`config.mk`:
```
export PLATFORM = sky130hd
export DESIGN_NAME = cat_front
export DESIGN_NICKNAME = d
export VERILOG_FILES = /design/src/rtl/cat_pkg.sv /design/src/rtl/cat_front.sv
export SDC_FILE = /design/constraint.sdc
export NUM_CORES = 1
export LEC_CHECK = 0
export ABC_AREA = 1
export BUFFER_PORTS_ARGS = -buffer_cell sky130_fd_sc_hd__buf_2
export CAP_MARGIN = 40
export CORE_MARGIN = 2
export CORE_UTILIZATION = 57
export DETAILED_ROUTE_END_ITERATION = 10
export GPL_ROUTABILITY_DRIVEN = 1
export GPL_TIMING_DRIVEN = 0
export HOLD_SLACK_MARGIN = 0.06
export PLACE_DENSITY_LB_ADDON = 0.2
export SLEW_MARGIN = 0
export SYNTH_ARGS = -nofsm -noshare
export SYNTH_HDL_FRONTEND = slang
export SYNTH_SLANG_ARGS = --single-unit
```
`constraint.sdc`:
```
create_clock -name clk -period 5.8 [get_ports clk]
set_input_delay 0.29 -clock clk [delete_from_list [all_inputs] [get_ports clk]]
set_output_delay 0.29 -clock clk [all_outputs]
set_load 0.005 [all_outputs]
```
`src/rtl/cat_pkg.sv`:
```
`timescale 1ns / 1ps

package cat_pkg;

  localparam int CONNECTIONS_DEF = 16;
  localparam int LOG_DEPTH_DEF   = 256;
  localparam int LIST_DEPTH_DEF  = 64;

  localparam int REQ_W  = 2;
  localparam int CONN_W = 4;
  localparam int ID_W   = 64;
  localparam int CNT_W  = 7;
  localparam int STAT_W = 2;

  localparam logic [REQ_W-1:0] REQ_SENT   = 2'd0;
  localparam logic [REQ_W-1:0] REQ_ACK    = 2'd1;
  localparam logic [REQ_W-1:0] REQ_QUERY  = 2'd2;
  localparam logic [REQ_W-1:0] REQ_UNUSED = 2'd3;

  localparam logic [STAT_W-1:0] STAT_OK      = 2'd0;
  localparam logic [STAT_W-1:0] STAT_FULL    = 2'd1;
  localparam logic [STAT_W-1:0] STAT_BADCONN = 2'd2;

  // Operation as decided by the front end.
  typedef enum logic [2:0] {
    OP_NOP,
    OP_SENT,
    OP_ACK,
    OP_QUERY,
    OP_BADCONN
  } op_t;

  typedef struct packed {
    op_t               op;
    logic [CONN_W-1:0] conn;
    logic [ID_W-1:0]   id;
  } item_t;

  typedef struct packed {
    logic ready;
    logic clearing;
  } back_stat_t;

  typedef struct packed {
    logic [CNT_W-1:0]  count;
    logic [ID_W-1:0]   next_id;
    logic              applied;
    logic [STAT_W-1:0] status;
  } result_t;

  typedef struct packed {
    logic              valid;
    logic              acked;
    logic [CONN_W-1:0] conn;
    logic [ID_W-1:0]   id;
  } log_ent_t;

  typedef enum logic [3:0] {
    S_CLEAR,
    S_IDLE,
    S_MOD,
    S_MODR,
    S_DISP,
    S_SLIST,
    S_STAIL,
    S_ALOG,
    S_ALIST,
    S_ACMP,
    S_QWAIT
  } state_t;

endpackage

```
`src/rtl/cat_front.sv`:
```
`timescale 1ns / 1ps

module cat_front #(
  parameter int CONNECTIONS = cat_pkg::CONNECTIONS_DEF
) (
  input  logic                         clk,
  input  logic                         rst_n,
  input  logic                         in_push,
  output logic                         in_full,
  input  logic [cat_pkg::REQ_W-1:0]    in_req_type,
  input  logic [cat_pkg::CONN_W-1:0]   in_connection,
  input  logic [cat_pkg::ID_W-1:0]     in_message_id,
  output logic                         deq_valid,
  output cat_pkg::item_t               deq_item,
  input  cat_pkg::back_stat_t          back_stat
);

  cat_pkg::item_t q_r [2];
  logic           wr_r, wr_nxt;
  logic           rd_r, rd_nxt;
  logic [1:0]     cnt_r, cnt_nxt;
  cat_pkg::item_t cls;
  logic           conn_ok;
  logic           push_ok;
  logic           pop_ok;

  // Classify the incoming transaction so the back end only dispatches.
  always_comb begin
    conn_ok  = 32'(in_connection) < CONNECTIONS;
    cls.conn = in_connection;
    cls.id   = in_message_id;
    unique case (in_req_type)
      cat_pkg::REQ_SENT:  cls.op = conn_ok ? cat_pkg::OP_SENT : cat_pkg::OP_BADCONN;
      cat_pkg::REQ_ACK:   cls.op = cat_pkg::OP_ACK;
      cat_pkg::REQ_QUERY: cls.op = conn_ok ? cat_pkg::OP_QUERY : cat_pkg::OP_BADCONN;
      default:            cls.op = cat_pkg::OP_NOP;
    endcase
  end

  assign in_full   = (cnt_r == 2'd2) || back_stat.clearing;
  assign push_ok   = in_push && !in_full;
  assign deq_valid = cnt_r != 2'd0;
  assign deq_item  = q_r[rd_r];
  assign pop_ok    = deq_valid && back_stat.ready;

  always_comb begin
    wr_nxt  = wr_r ^ push_ok;
    rd_nxt  = rd_r ^ pop_ok;
    cnt_nxt = cnt_r + {1'b0, push_ok} - {1'b0, pop_ok};
  end

  always_ff @(posedge clk) begin
    if (!rst_n) begin
      wr_r  <= 1'b0;
      rd_r  <= 1'b0;
      cnt_r <= 2'd0;
    end else begin
      wr_r  <= wr_nxt;
      rd_r  <= rd_nxt;
      cnt_r <= cnt_nxt;
    end
  end

  always_ff @(posedge clk) begin
    if (push_ok) begin
      q_r[wr_r] <= cls;
    end
  end

endmodule

```
# Word level (Yosys, flattened, before mapping)
# Memories as Yosys holds them, arrays and structs flattened. A register that Yosys moved wholly into a read port is not among the register bits.
# Cells that the tools add are included.
# op_classes
add_sub_neg	2
n_eq_ne	3
mux	4
bitwise_logic	2
reduce_logical	6
# ops
cell	n
2-bit one-hot mux with 3 select lines	1
2-bit equality test, second input constant	2
1-bit two-way mux	3
2-bit by 1-bit adder with 2-bit output	1
2-bit by 1-bit equality test with 1-bit output, second input constant	1
1-bit logical AND	2
2-bit zero test	1
2-bit nonzero test	1
2-bit by 1-bit subtractor with 2-bit output	1
1-bit XOR	2
1-bit zero test	1
1-bit logical OR	1
# word_totals
regBits	4
ramBits	140
input_bits	75
output_inout_bits	73
n_memories	1
# mem_list
name	depth	width	read_ports	rd_ports_with_merged_regs	wr	line_no	source
q_r	2	70	1	1	1	cat_front.sv:18	cat_pkg::item_t q_r [2];

# Longest topological paths before layout
# logic_depth
word_depth	6
ltp_mapped	12
ltp_nobuf	12

# Least setup slack after synthesis
# No wires, ideal clock.
# synth_path
path_kind	reg2reg
start	register cnt_r[1]
end	memory q_r[1][0] (netlist name), enable pin
setup_ns	0.436
arrival_time_ns	2.356
path_slack_ns	3.008
path_stages_with_launch	5
n_path_buf	0
synth_period_minus_slack_ns	2.792
path_cell_list	dfxtp_1 > inv_1 > o21bai_1 > nor2_1 > ha_1
# synth_via
elab_chain_len	6
# synth_lines
element	line_no	source
start, declared	cat_front.sv:21	logic [1:0] cnt_r, cnt_nxt;
start signal, assigned	cat_front.sv:60	cnt_r <= cnt_nxt;
2-bit equality test	cat_front.sv:40	assign in_full = (cnt_r == 2'd2) || back_stat.clearing;
1-bit logical OR	cat_front.sv:40	
named net in_full	cat_front.sv:9	output logic in_full,
1-bit zero test	cat_front.sv:41	assign push_ok = in_push && !in_full;
1-bit logical AND	cat_front.sv:41	
1-bit two-way mux	cat_front.sv:65	if (push_ok) begin
1-bit two-way mux (not written as such)	cat_front.sv:66	q_r[wr_r] <= cls;
end, declared	cat_front.sv:18	
# The timed path passes the listed nets, and every way through them passes these cells.

# Worst setup path after layout
# layout_path
start	register cnt_r[0]
end	memory q_r[1][23] (netlist name), enable pin
# layout_via
elab_chain_len	6
# layout_lines
element	line_no
2-bit equality test	cat_front.sv:40
1-bit logical OR	cat_front.sv:40
1-bit zero test	cat_front.sv:41
1-bit logical AND	cat_front.sv:41
1-bit two-way mux	cat_front.sv:65
1-bit two-way mux (not written as such)	cat_front.sv:66
# No other way between the ends.

==> out/metrics.csv <==
metric,value,unit
path_max_fanout,42,
grtUsageMet3,7.83,%
nFillCells,486,
ant_nets,0,
period_share,34.3,%
h-tree-depth,4,
min_from,back_stat[1],
met1_usage,22.9,%
max-cap-violations,0,
p_total,3120,uW
tns,0,ns
finalClockSkew,0.0101,ns
antenna_found_initial,0,
fmax,503,MHz
die_h,104,um
fin_cells,646,
cp.arrival,2.18,ns
drv_slew,0,
cp-start-kind,flop,
synth_nets,347,
first_pass_iters,5,
area_growth,39.8,%
initial_core_util,58.7,%
synth_cell_types,14,
synthCells,265,
critPathRequiredTime,5.99,ns
clk_latency,0.52,ns
rr_endpoint,q_r[1][23],
synth_top_area_cell,edfxtp_1,
gp_congestion,0.735,
use_met2,42.2,%
grt_pass1_vias,3636,
endpoint,q_r[1][23],
boundaryPins,148,
crit_type,flop to flop,
hpwl,6340,um
vias,3257,
fp.coreArea,9770,um^2
r2r_start,cnt_r[0],
critical_path.endpoint_type,flop,
status,finished clean,
yosys_warnings,0,
yosys.area.top_type_share,73.3,%
syn_area_per_cell,21.6,um^2
numCtsBuffers,17,
yosys_register_bits,145,
grt_pass1_wl,18400,um
drc,0,
initialDrtViolationCount,191,
via_per_inst,5.04,
setup_viol,0,
grt_overflow,0,
root_buffer,clkbuf_8,
cp-startpoint,cnt_r[0],
reg2reg_setup_slack,3.81,ns
yosysSeqAreaShare,75.0,%
syn_area,5740,um^2
powerDensity,389,nW/um^2
totalWireLength,12000,um
num_rows,36,
clock_path_buffers,2,
cts_tree,yes,
r2r_cells,4,
hold_path_class,primary input to flop,
grt_max_degree,43,
diodes,0,
rsz0062_at_grt,false,
portBuffers,146,
die_area,10900,um^2
min_period,1.99,ns
post_drt_wl_per_cell,18.6,um
worst_ir_drop_vdd,0.271,mV
cts_resized,0,
fin_hold_ws,0.131,ns
hold_viol,0,
fp.dieW,104,um
grt-busiest-layer,met2,
drive_above_1_share,50.5,%
grt_usage,22.8,%
finalNetCount,583,
dpl.cell_count,546,
synthTopCellsByArea,"edfxtp_1, mux2_4, buf_12, dfxtp_1, ha_1",
cts_sinks,145,
clkSlewWorstSetupHoldPaths,0.06,ns
p_leak,0.00323,uW
## layout make-up
class | count | area, um^2 | share of cell area (%)
Sequential cell | 145 | 4300 | 53.7
Buffer | 9 | 159 | 1.98
Clock inverter | 13 | 210 | 2.62
Clock buffer | 18 | 418 | 5.21
Multi-Input combinational cell | 98 | 1250 | 15.6
Timing Repair Buffer | 217 | 1460 | 18.2
Tap cell | 133 | 166 | 2.08
Inverter | 13 | 48.8 | 0.609
## power by group
part	switching [uW]	internal, uW	leakage (uW)
Combinational	289	401	0.00160
Clock	411	742	0.000302
Sequential	29.6	1250	0.00132
## worst max-delay path: stages, from the launching register on
cell and delay (ns):
dfxtp_1 0.40, o21bai_1 0.12, nor2_1 0.33, ha_4 0.49, buf_12 0.31
## sequential cells by signal, summed over array words and instances, names as in the netlist, named ones only
signal,count
q_r,140
cnt_r,2
rd_r,1
wr_r,1
## logic make-up (layout without fill, tap and decap cells)
group	Yosys count	count (layout)	share of synthesized area, %
adders and majority gates	7	7	1.53
AOI/OAI and AO/OA	2	2	0.218
and+or+nand+nor	18	18	1.22
buffers and inverters	22	270	3.62
muxes	70	70	18.3
DFF	145	145	75.0
other	1	1	0.0654
## worst min path at each step
stage | end | depth (start not counted)
2_1_floorplan | cnt_r[0] | 2
3_3_place_gp | q_r[0][0] | 1
3_5_place_dp | q_r[1][64] | 1
4_1_cts | flop | 4
5_1_grt | flop | 4
6_report | rd_r | 4
## timing repair
item                                    4_1_cts  5_1_grt
hold buffers                                 69        0
endpoints found under the setup margin        0        0
hold endpoints to repair                    139        0
buffers inserted                              0        0
## metrics by stage
step	utilization (%)	setup slack (ns)	area, um^2
floorplan	-	3.01	5740
global placement	67.9	2.05	6630
detailed placement	68.5	3.76	6700
CTS	82.0	3.80	8020
global route	82.0	3.64	8020
finish	82.0	3.81	8020
## cells in the final DEF, fill, tap and decap left out
cell type	netlist	routed
conb_1	1	1
nor2_1	10	10
buf_4	1	1
ha_1	7	5
nand2_1	6	6
bufinv_16	0	5
ha_4	0	2
clkbuf_1	0	1
a21oi_1	1	1
buf_12	7	9
clkbuf_8	0	1
nand3_1	2	2
clkinv_2	0	2
buf_6	1	1
clkinv_4	0	2
o21bai_1	1	1
edfxtp_1	140	140
dlygate4sd3_1	0	69
inv_1	13	13
mux2_4	70	70
clkbuf_16	0	16
inv_6	0	2
buf_2	0	146
clkinvlp_4	0	2
dfxtp_1	5	5
## cell usage after synthesis
library cell,number
nor2_1,10
dfxtp_1,5
nand2_1,6
a21oi_1,1
buf_12,7
inv_1,13
mux2_4,70
buf_6,1
buf_4,1
o21bai_1,1
ha_1,7
edfxtp_1,140
nand3_1,2
conb_1,1
## per-layer routing
metal	vias up	wire, um
met5	-	0
met4	0	333
met3	29	758
met2	148	6640
met1	1598	4280
li1	1482	-
Note: power is estimated with default switching activity, not from simulation.
